File: src/rtl/eti_pkg.sv
// Shared types, constants and table-building functions for the easing tween block.
// Used by eti_ctrl, eti_dp and easing_tween_interpolator_top.
package eti_pkg;

  localparam logic [63:0] ONE30     = 64'd1073741824;
  localparam logic [63:0] PI_HALF30 = 64'd1686629713;
  localparam logic [63:0] LN2_30    = 64'd744261118;

  localparam logic [3:0] MODE_LINEAR    = 4'd0;
  localparam logic [3:0] MODE_EXPO_IN   = 4'd1;
  localparam logic [3:0] MODE_EXPO_OUT  = 4'd2;
  localparam logic [3:0] MODE_EXPO_IO   = 4'd3;
  localparam logic [3:0] MODE_SINE_IN   = 4'd4;
  localparam logic [3:0] MODE_SINE_OUT  = 4'd5;
  localparam logic [3:0] MODE_SINE_IO   = 4'd6;
  localparam logic [3:0] MODE_QUAD_IN   = 4'd7;
  localparam logic [3:0] MODE_QUAD_OUT  = 4'd8;
  localparam logic [3:0] MODE_QUAD_IO   = 4'd9;

  localparam logic [2:0] REG_START    = 3'd0;
  localparam logic [2:0] REG_END      = 3'd1;
  localparam logic [2:0] REG_DURATION = 3'd2;
  localparam logic [2:0] REG_REPEAT   = 3'd3;
  localparam logic [2:0] REG_DELAY    = 3'd4;
  localparam logic [2:0] REG_MODE     = 3'd5;
  localparam logic [2:0] REG_PERIOD   = 3'd6;

  typedef enum logic [1:0] {
    MUL_POS,
    MUL_INT,
    MUL_QUAD,
    MUL_BLEND
  } mul_op_t;

  typedef enum logic [1:0] {
    CLS_LINEAR,
    CLS_TABLE,
    CLS_QUAD,
    CLS_NONE
  } mode_cls_t;

  typedef struct packed {
    logic    tick_go;
    logic    div_init;
    logic    div_step;
    logic    mul_en;
    mul_op_t mul_op;
    logic    addr_cap;
    logic    rd_hi;
    logic    lo_cap;
    logic    lk_cap;
    logic    w_cap;
    logic    load_curve;
    logic    load_sec;
    logic    fin;
  } dp_cmd_t;

  typedef struct packed {
    logic      done;
    logic      delay_nz;
    logic      div_last;
    mode_cls_t cls;
    logic      second;
    logic      out_busy;
  } dp_stat_t;

  // sin(x), x in Q2.30 over 0..pi/2
  function automatic logic [63:0] sin_q30(input logic [63:0] x);
    logic [63:0] x2;
    logic [63:0] term;
    longint      sum;
    x2   = (x * x) >> 30;
    term = x;
    sum  = longint'(x);
    for (int k = 1; k <= 8; k++) begin
      term = ((term * x2) >> 30) / 64'((2 * k) * (2 * k + 1));
      if (k % 2 == 1) sum = sum - longint'(term);
      else sum = sum + longint'(term);
    end
    if (sum < 0) sum = 0;
    if (sum > longint'(ONE30)) sum = longint'(ONE30);
    return 64'(sum);
  endfunction

  // exp(-y), y in Q2.30 over 0..ln 2
  function automatic logic [63:0] expneg_q30(input logic [63:0] y);
    logic [63:0] term;
    longint      sum;
    term = ONE30;
    sum  = longint'(ONE30);
    for (int k = 1; k <= 12; k++) begin
      term = ((term * y) >> 30) / 64'(k);
      if (k % 2 == 1) sum = sum - longint'(term);
      else sum = sum + longint'(term);
    end
    if (sum < 0) sum = 0;
    if (sum > longint'(ONE30)) sum = longint'(ONE30);
    return 64'(sum);
  endfunction

endpackage

File: src/rtl/eti_ctrl.sv
// Sequencer for the easing tween: steps the datapath through divide, lookup,
// weighting, blend and result delivery. Depends on eti_pkg.
module eti_ctrl import eti_pkg::*; (
  input  logic     clk,
  input  logic     rst_n,
  input  logic     in_valid,
  input  logic     in_frame_tick,
  output logic     in_ready,
  input  dp_stat_t stat,
  output dp_cmd_t  cmd
);

  typedef enum logic [3:0] {
    S_IDLE, S_DINIT, S_DIV, S_POS, S_RD0, S_RD1, S_RD2, S_INT, S_LK,
    S_WQ, S_W, S_BLEND, S_RND, S_OUT1, S_SEC, S_OUT2
  } state_t;

  state_t state_r;
  state_t state_nxt;
  logic   go;

  assign in_ready = (state_r == S_IDLE);
  assign go = in_valid && in_ready && in_frame_tick && !stat.done;

  always_comb begin
    cmd       = '0;
    cmd.mul_op = MUL_POS;
    state_nxt = state_r;
    case (state_r)
      S_IDLE: begin
        cmd.tick_go = go;
        if (go && !stat.delay_nz) state_nxt = S_DINIT;
      end
      S_DINIT: begin
        cmd.div_init = 1'b1;
        state_nxt = S_DIV;
      end
      S_DIV: begin
        cmd.div_step = 1'b1;
        if (stat.div_last) begin
          case (stat.cls)
            CLS_LINEAR: state_nxt = S_W;
            CLS_TABLE:  state_nxt = S_POS;
            CLS_QUAD:   state_nxt = S_WQ;
            default:    state_nxt = S_SEC;
          endcase
        end
      end
      S_POS: begin
        cmd.mul_en = 1'b1;
        cmd.mul_op = MUL_POS;
        state_nxt = S_RD0;
      end
      S_RD0: begin
        cmd.addr_cap = 1'b1;
        state_nxt = S_RD1;
      end
      S_RD1: state_nxt = S_RD2;
      S_RD2: begin
        cmd.rd_hi  = 1'b1;
        cmd.lo_cap = 1'b1;
        state_nxt = S_INT;
      end
      S_INT: begin
        cmd.mul_en = 1'b1;
        cmd.mul_op = MUL_INT;
        state_nxt = S_LK;
      end
      S_LK: begin
        cmd.lk_cap = 1'b1;
        state_nxt = S_W;
      end
      S_WQ: begin
        cmd.mul_en = 1'b1;
        cmd.mul_op = MUL_QUAD;
        state_nxt = S_W;
      end
      S_W: begin
        cmd.w_cap = 1'b1;
        state_nxt = S_BLEND;
      end
      S_BLEND: begin
        cmd.mul_en = 1'b1;
        cmd.mul_op = MUL_BLEND;
        state_nxt = S_RND;
      end
      S_RND: begin
        cmd.load_curve = 1'b1;
        state_nxt = S_OUT1;
      end
      S_OUT1: begin
        if (!stat.out_busy) state_nxt = S_SEC;
      end
      S_SEC: begin
        if (stat.second) begin
          cmd.load_sec = 1'b1;
          state_nxt = S_OUT2;
        end else begin
          cmd.fin = 1'b1;
          state_nxt = S_IDLE;
        end
      end
      S_OUT2: begin
        if (!stat.out_busy) begin
          cmd.fin = 1'b1;
          state_nxt = S_IDLE;
        end
      end
      default: state_nxt = S_IDLE;
    endcase
  end

  always_ff @(posedge clk) begin
    if (!rst_n) begin
      state_r <= S_IDLE;
    end else begin
      state_r <= state_nxt;
    end
  end

endmodule

File: config.mk
export PLATFORM = sky130hd
export DESIGN_NAME = eti_ctrl
export DESIGN_NICKNAME = d
export VERILOG_FILES = /design/src/rtl/eti_pkg.sv /design/src/rtl/eti_ctrl.sv
export SDC_FILE = /design/constraint.sdc
export NUM_CORES = 1
export LEC_CHECK = 0
export ABC_AREA = 0
export ABC_CLOCK_PERIOD_IN_PS = 2800
export BUFFER_PORTS_ARGS = -buffer_cell sky130_fd_sc_hd__buf_2
export CELL_PAD_IN_SITES_DETAIL_PLACEMENT = 0
export CELL_PAD_IN_SITES_GLOBAL_PLACEMENT = 1
export CORE_UTILIZATION = 31
export CTS_BUF_LIST = sky130_fd_sc_hd__clkbuf_16
export DETAILED_ROUTE_END_ITERATION = 8
export PLACE_DENSITY_LB_ADDON = 0.1
export RECOVER_POWER = 50
export SKIP_CTS_REPAIR_TIMING = 1
export SYNTH_ARGS = -nofsm -noshare
export SYNTH_HDL_FRONTEND = slang
export SYNTH_SLANG_ARGS = --single-unit
File: constraint.sdc
create_clock -name clk -period 2.8 [get_ports clk]
set_input_delay 0 -clock clk [delete_from_list [all_inputs] [get_ports clk]]
set_output_delay 0 -clock clk [all_outputs]
set_load 0.03 [all_outputs]
==> reports/results.txt <==
TritonCTS built the clock tree. The static power due to leakage was 0.000373 uW; the clock edge transition at the registers on the reported setup and hold paths was 0.03 ns. After detailed routing, the average wire length per cell comes to 12.3 um. Of all nets on the critical path, the largest fanout is 20. In this design, the largest share of critical-path delay is due to simple AND/OR/NAND/NOR gates. The flow ran to the end, but the final reports show violations. Of all flip-flops after synthesis, the portion carrying an async set or reset was 0%. The die is 43.4 um wide.

The tools report the number of levels in the clock H-tree as 1. Once detailed placement completed, the half-perimeter wirelength came to 1.01 mm. Once routing completed, OpenROAD measured the worst setup slack at 1.11 ns.

A synthesized cell averages 6.91 um2. The detailed router finished its first iteration with 28 violations. The instance count of the mapped netlist was 77. Post-synth design cell area: 532 um2. The longest clock path from root to sink contains 2 buffers.

The total wire length after detailed routing is 1.42 mm, and the slew of the pin with the lowest slew margin is 0.613 ns. The number of antenna diodes in the final layout is 0. From bottom edge to top edge, the die measures 43.4 um. The highest ir drop seen on vdd is 0.402 mV, and the maximum cell stage delay along the critical path is 0.49 ns. The post-layout instance count excluding filler cells came out at 115. The fraction of power consumed by combinational cells was 9.5%. The startpoint kind of the worst setup timing path was a register. The analysis attributes to net switching a power of 59.6 uW. The die covers 1880 um2. By startpoint and endpoint, the worst setup path is classified as register to primary output. The initial antenna violation count came out at 0. Ratio of total power to cell area: 449 nW/um2. The biggest area contributor in the post-synthesis netlist is sky130_fd_sc_hd__dfxtp_1. The register-to-register path setup slack came out at 1.24 ns. The final reports fail on design-rule violations. The initialized floorplan defines 14 standard-cell rows.

Synthesis produced a netlist with a net count of 91. At the end of the flow, the number of nets in the layout was 115. At the end of routability-driven placement, the weighted congestion stood at 0.788. The aggregate negative setup slack came out at 0 ns.

The post-detailed-route count of antenna-violating nets is 0. Walking the worst path, the cells encountered are or2_0 > or2_1 > nor2_1 > buf_2. The flip-flop count of the largest register after layout is 4, and the number of CTS-inserted buffers is 3.

The run gives 34.1% as the effective utilization at floorplan. For this run, the number of Yosys warnings is 0. The share of total power dissipated in sequential elements is 19.3%. For this design, the sink count on the clock tree is 4. For this run, design rule violations remaining after detail routing come to 2. Data on the critical path arrives at its endpoint at 1.69 ns. The path type of the worst min-delay path was input pin to register.

For the worst hold slack after final layout, the log shows 0.0644 ns. For this run, the register share of the synthesized area comes to 15.1%. The tool flagged a number of max-cap violations equal to 0. Slowest stage cell on the critical path: sky130_fd_sc_hd__dfxtp_1. The logs give 112 for the number of placed instances, taps included and 0.00360 ns for the clock skew. Most common flop cell mapped by yosys: sky130_fd_sc_hd__dfxtp_1. Fraction of final layout cells with drive strength greater than 1: 23.2%. OpenSTA, run right after detailed placement, puts the worst setup slack at 1.34 ns. The area growth from synthesis to layout is 31.3%.

state_r holds more flip-flops than any other register. In this run the tightest slew margin relative to its limit is 59.1%. The count of flip-flops with a built-in enable after synthesis is 0. The buffers plus inverters on the worst setup path works out to 1. The clock period minus final worst setup slack is 1.69 ns, and the number of vias per cell after detailed routing is 5.13.

The largest registers in the layout are state_r: 4 flops. Ranked by total cell area, the synthesized netlist is headed by sky130_fd_sc_hd__dfxtp_1 (15%), sky130_fd_sc_hd__nor2_1 (7.8%), sky130_fd_sc_hd__ha_1 (7.1%). For the worst setup path, the data required time is 2.80 ns. Net switching is 19.0% of the power. During placement, the flow inserted port buffers numbering 25.

The flop and latch count out of synthesis works out to 4. The clock network accounts for 71.3% of the total power. The worst setup path is captured at a primary output. The total grt overflow was 0; the total routing usage reported by global routing was 15.9%. The highest clock frequency the design can meet was 590 MHz. The pre-antenna-repair detailed-routing pass consisted of 5 iterations. At the later pin of the worst-skew pair, clock insertion delay measures 0.23 ns. The via count of the routed design was 590; the internal portion of total power was 254 uW. The run gives 30 as the distinct cell type count after synthesis. The tree is rooted in a sky130_fd_sc_hd__clkbuf_16. In this run the count of I/O pins placed on the die edge is 26.

The first global-routing pass estimated 2.15 mm of wire. The largest net degree at the start of global routing was 21; the filler cell count was 172. The final critical path takes up 60.5% of the cycle. The number of global-route vias before repair came out at 454. After floorplanning, the core was sized to cover 1560 um2. The number of setup violations in the final report was 0; the power after layout was 313 uW. For the total count of max-transition violations in the final report, the log shows 0.

The top cell type by area accounts for 15.1% of the synthesized area. Setup repair after global routing left no endpoint under its margin. The run gives 0 as the final hold violation count.
-- cell usage in the layout, fill, tap and decap left out, types with 4 or more instances in the layout --
cell,Yosys,layout
sky130_fd_sc_hd__a21oi_1,6,6
sky130_fd_sc_hd__buf_2,3,18
sky130_fd_sc_hd__clkbuf_1,0,7
sky130_fd_sc_hd__dfxtp_1,4,4
sky130_fd_sc_hd__inv_1,5,5
sky130_fd_sc_hd__nand2_1,5,5
sky130_fd_sc_hd__nor2_1,11,11
sky130_fd_sc_hd__o21ai_0,5,5
-- area by class of cell --
class                           instances  area (um2)  area share [%]
Sequential cell                         4        80.1            11.5
Tap cell                               16        20.0            2.87
Multi-Input combinational cell         62         388            55.6
Clock buffer                            3        75.1            10.8
Timing Repair Buffer                   25         116            16.7
Inverter                                5        18.8            2.69
-- Yosys cell counts (all sizes together), types with 2 or more instances --
| master | number |
|---|---|
| dfxtp | 4 |
| a21oi | 6 |
| nand2 | 5 |
| and3 | 2 |
| inv | 5 |
| nor3b | 3 |
| buf | 6 |
| nand3 | 3 |
| o21ai | 7 |
| ha | 3 |
| nor2 | 11 |
| a211o | 2 |
| nand2b | 3 |
| or2 | 3 |
| nand3b | 2 |
| a21o | 2 |
-- worst reg2reg max path, cell delays in order, from the launching register on --
cell and delay, ns:
sky130_fd_sc_hd__dfxtp_1 0.70, sky130_fd_sc_hd__or2_0 0.35, sky130_fd_sc_hd__or2_1 0.20, sky130_fd_sc_hd__o221ai_1 0.12, sky130_fd_sc_hd__a21oi_1 0.13
-- routing by layer --
layer | track usage, % | vias up | share of wire, %
li1 | - | 311 | -
met1 | 22.2 | 255 | 51
met2 | 19.1 | 20 | 40
met3 | 7.92 | 4 | 6.4
met4 | 9.38 | 0 | 2.8
met5 | 0 | - | 0
-- worst paths after layout --
kind / cells after the start / startpoint / end
max: 4 / state_r[3] / cmd[13]
min: 2 / rst_n / state_r[2]
max reg2reg: 4 / state_r[3] / state_r[0]
min reg2reg: 2 / state_r[1] / state_r[1]
-- kinds of logic (layout without fill, tap and decap cells) --
family | after synthesis | after routing | synth area share (%)
AO/OA/AOI/OAI | 22 | 22 | 27.5
XOR/XNOR | 1 | 1 | 1.65
adder cells (fa/ha/maj) | 3 | 3 | 7.06
AND/OR/NAND/NOR | 36 | 36 | 36.7
buffers and inverters | 11 | 33 | 12.0
flip-flops | 4 | 4 | 15.1
-- power by group through the flow --
stage,Sequential (uW),Clock [uW],Combinational (uW)
final,60.3,223,29.6
after global routing,60.4,233,32.9
after CTS,60.2,226,29.9
after detailed placement,60.9,0,29.6
after global placement,61.1,0,30.7
after floorplan,59.4,0,16.8
-- through the flow --
| step | utilization [%] | area, um2 |
|---|---|---|
| after global placement | 40.5 | 632 |
| after CTS | 45.3 | 707 |
| after global routing | 44.8 | 698 |
| after detailed placement | 40.5 | 632 |
| final | 44.8 | 698 |
| after floorplan | - | 532 |
Power figures use the tool's default switching activity.
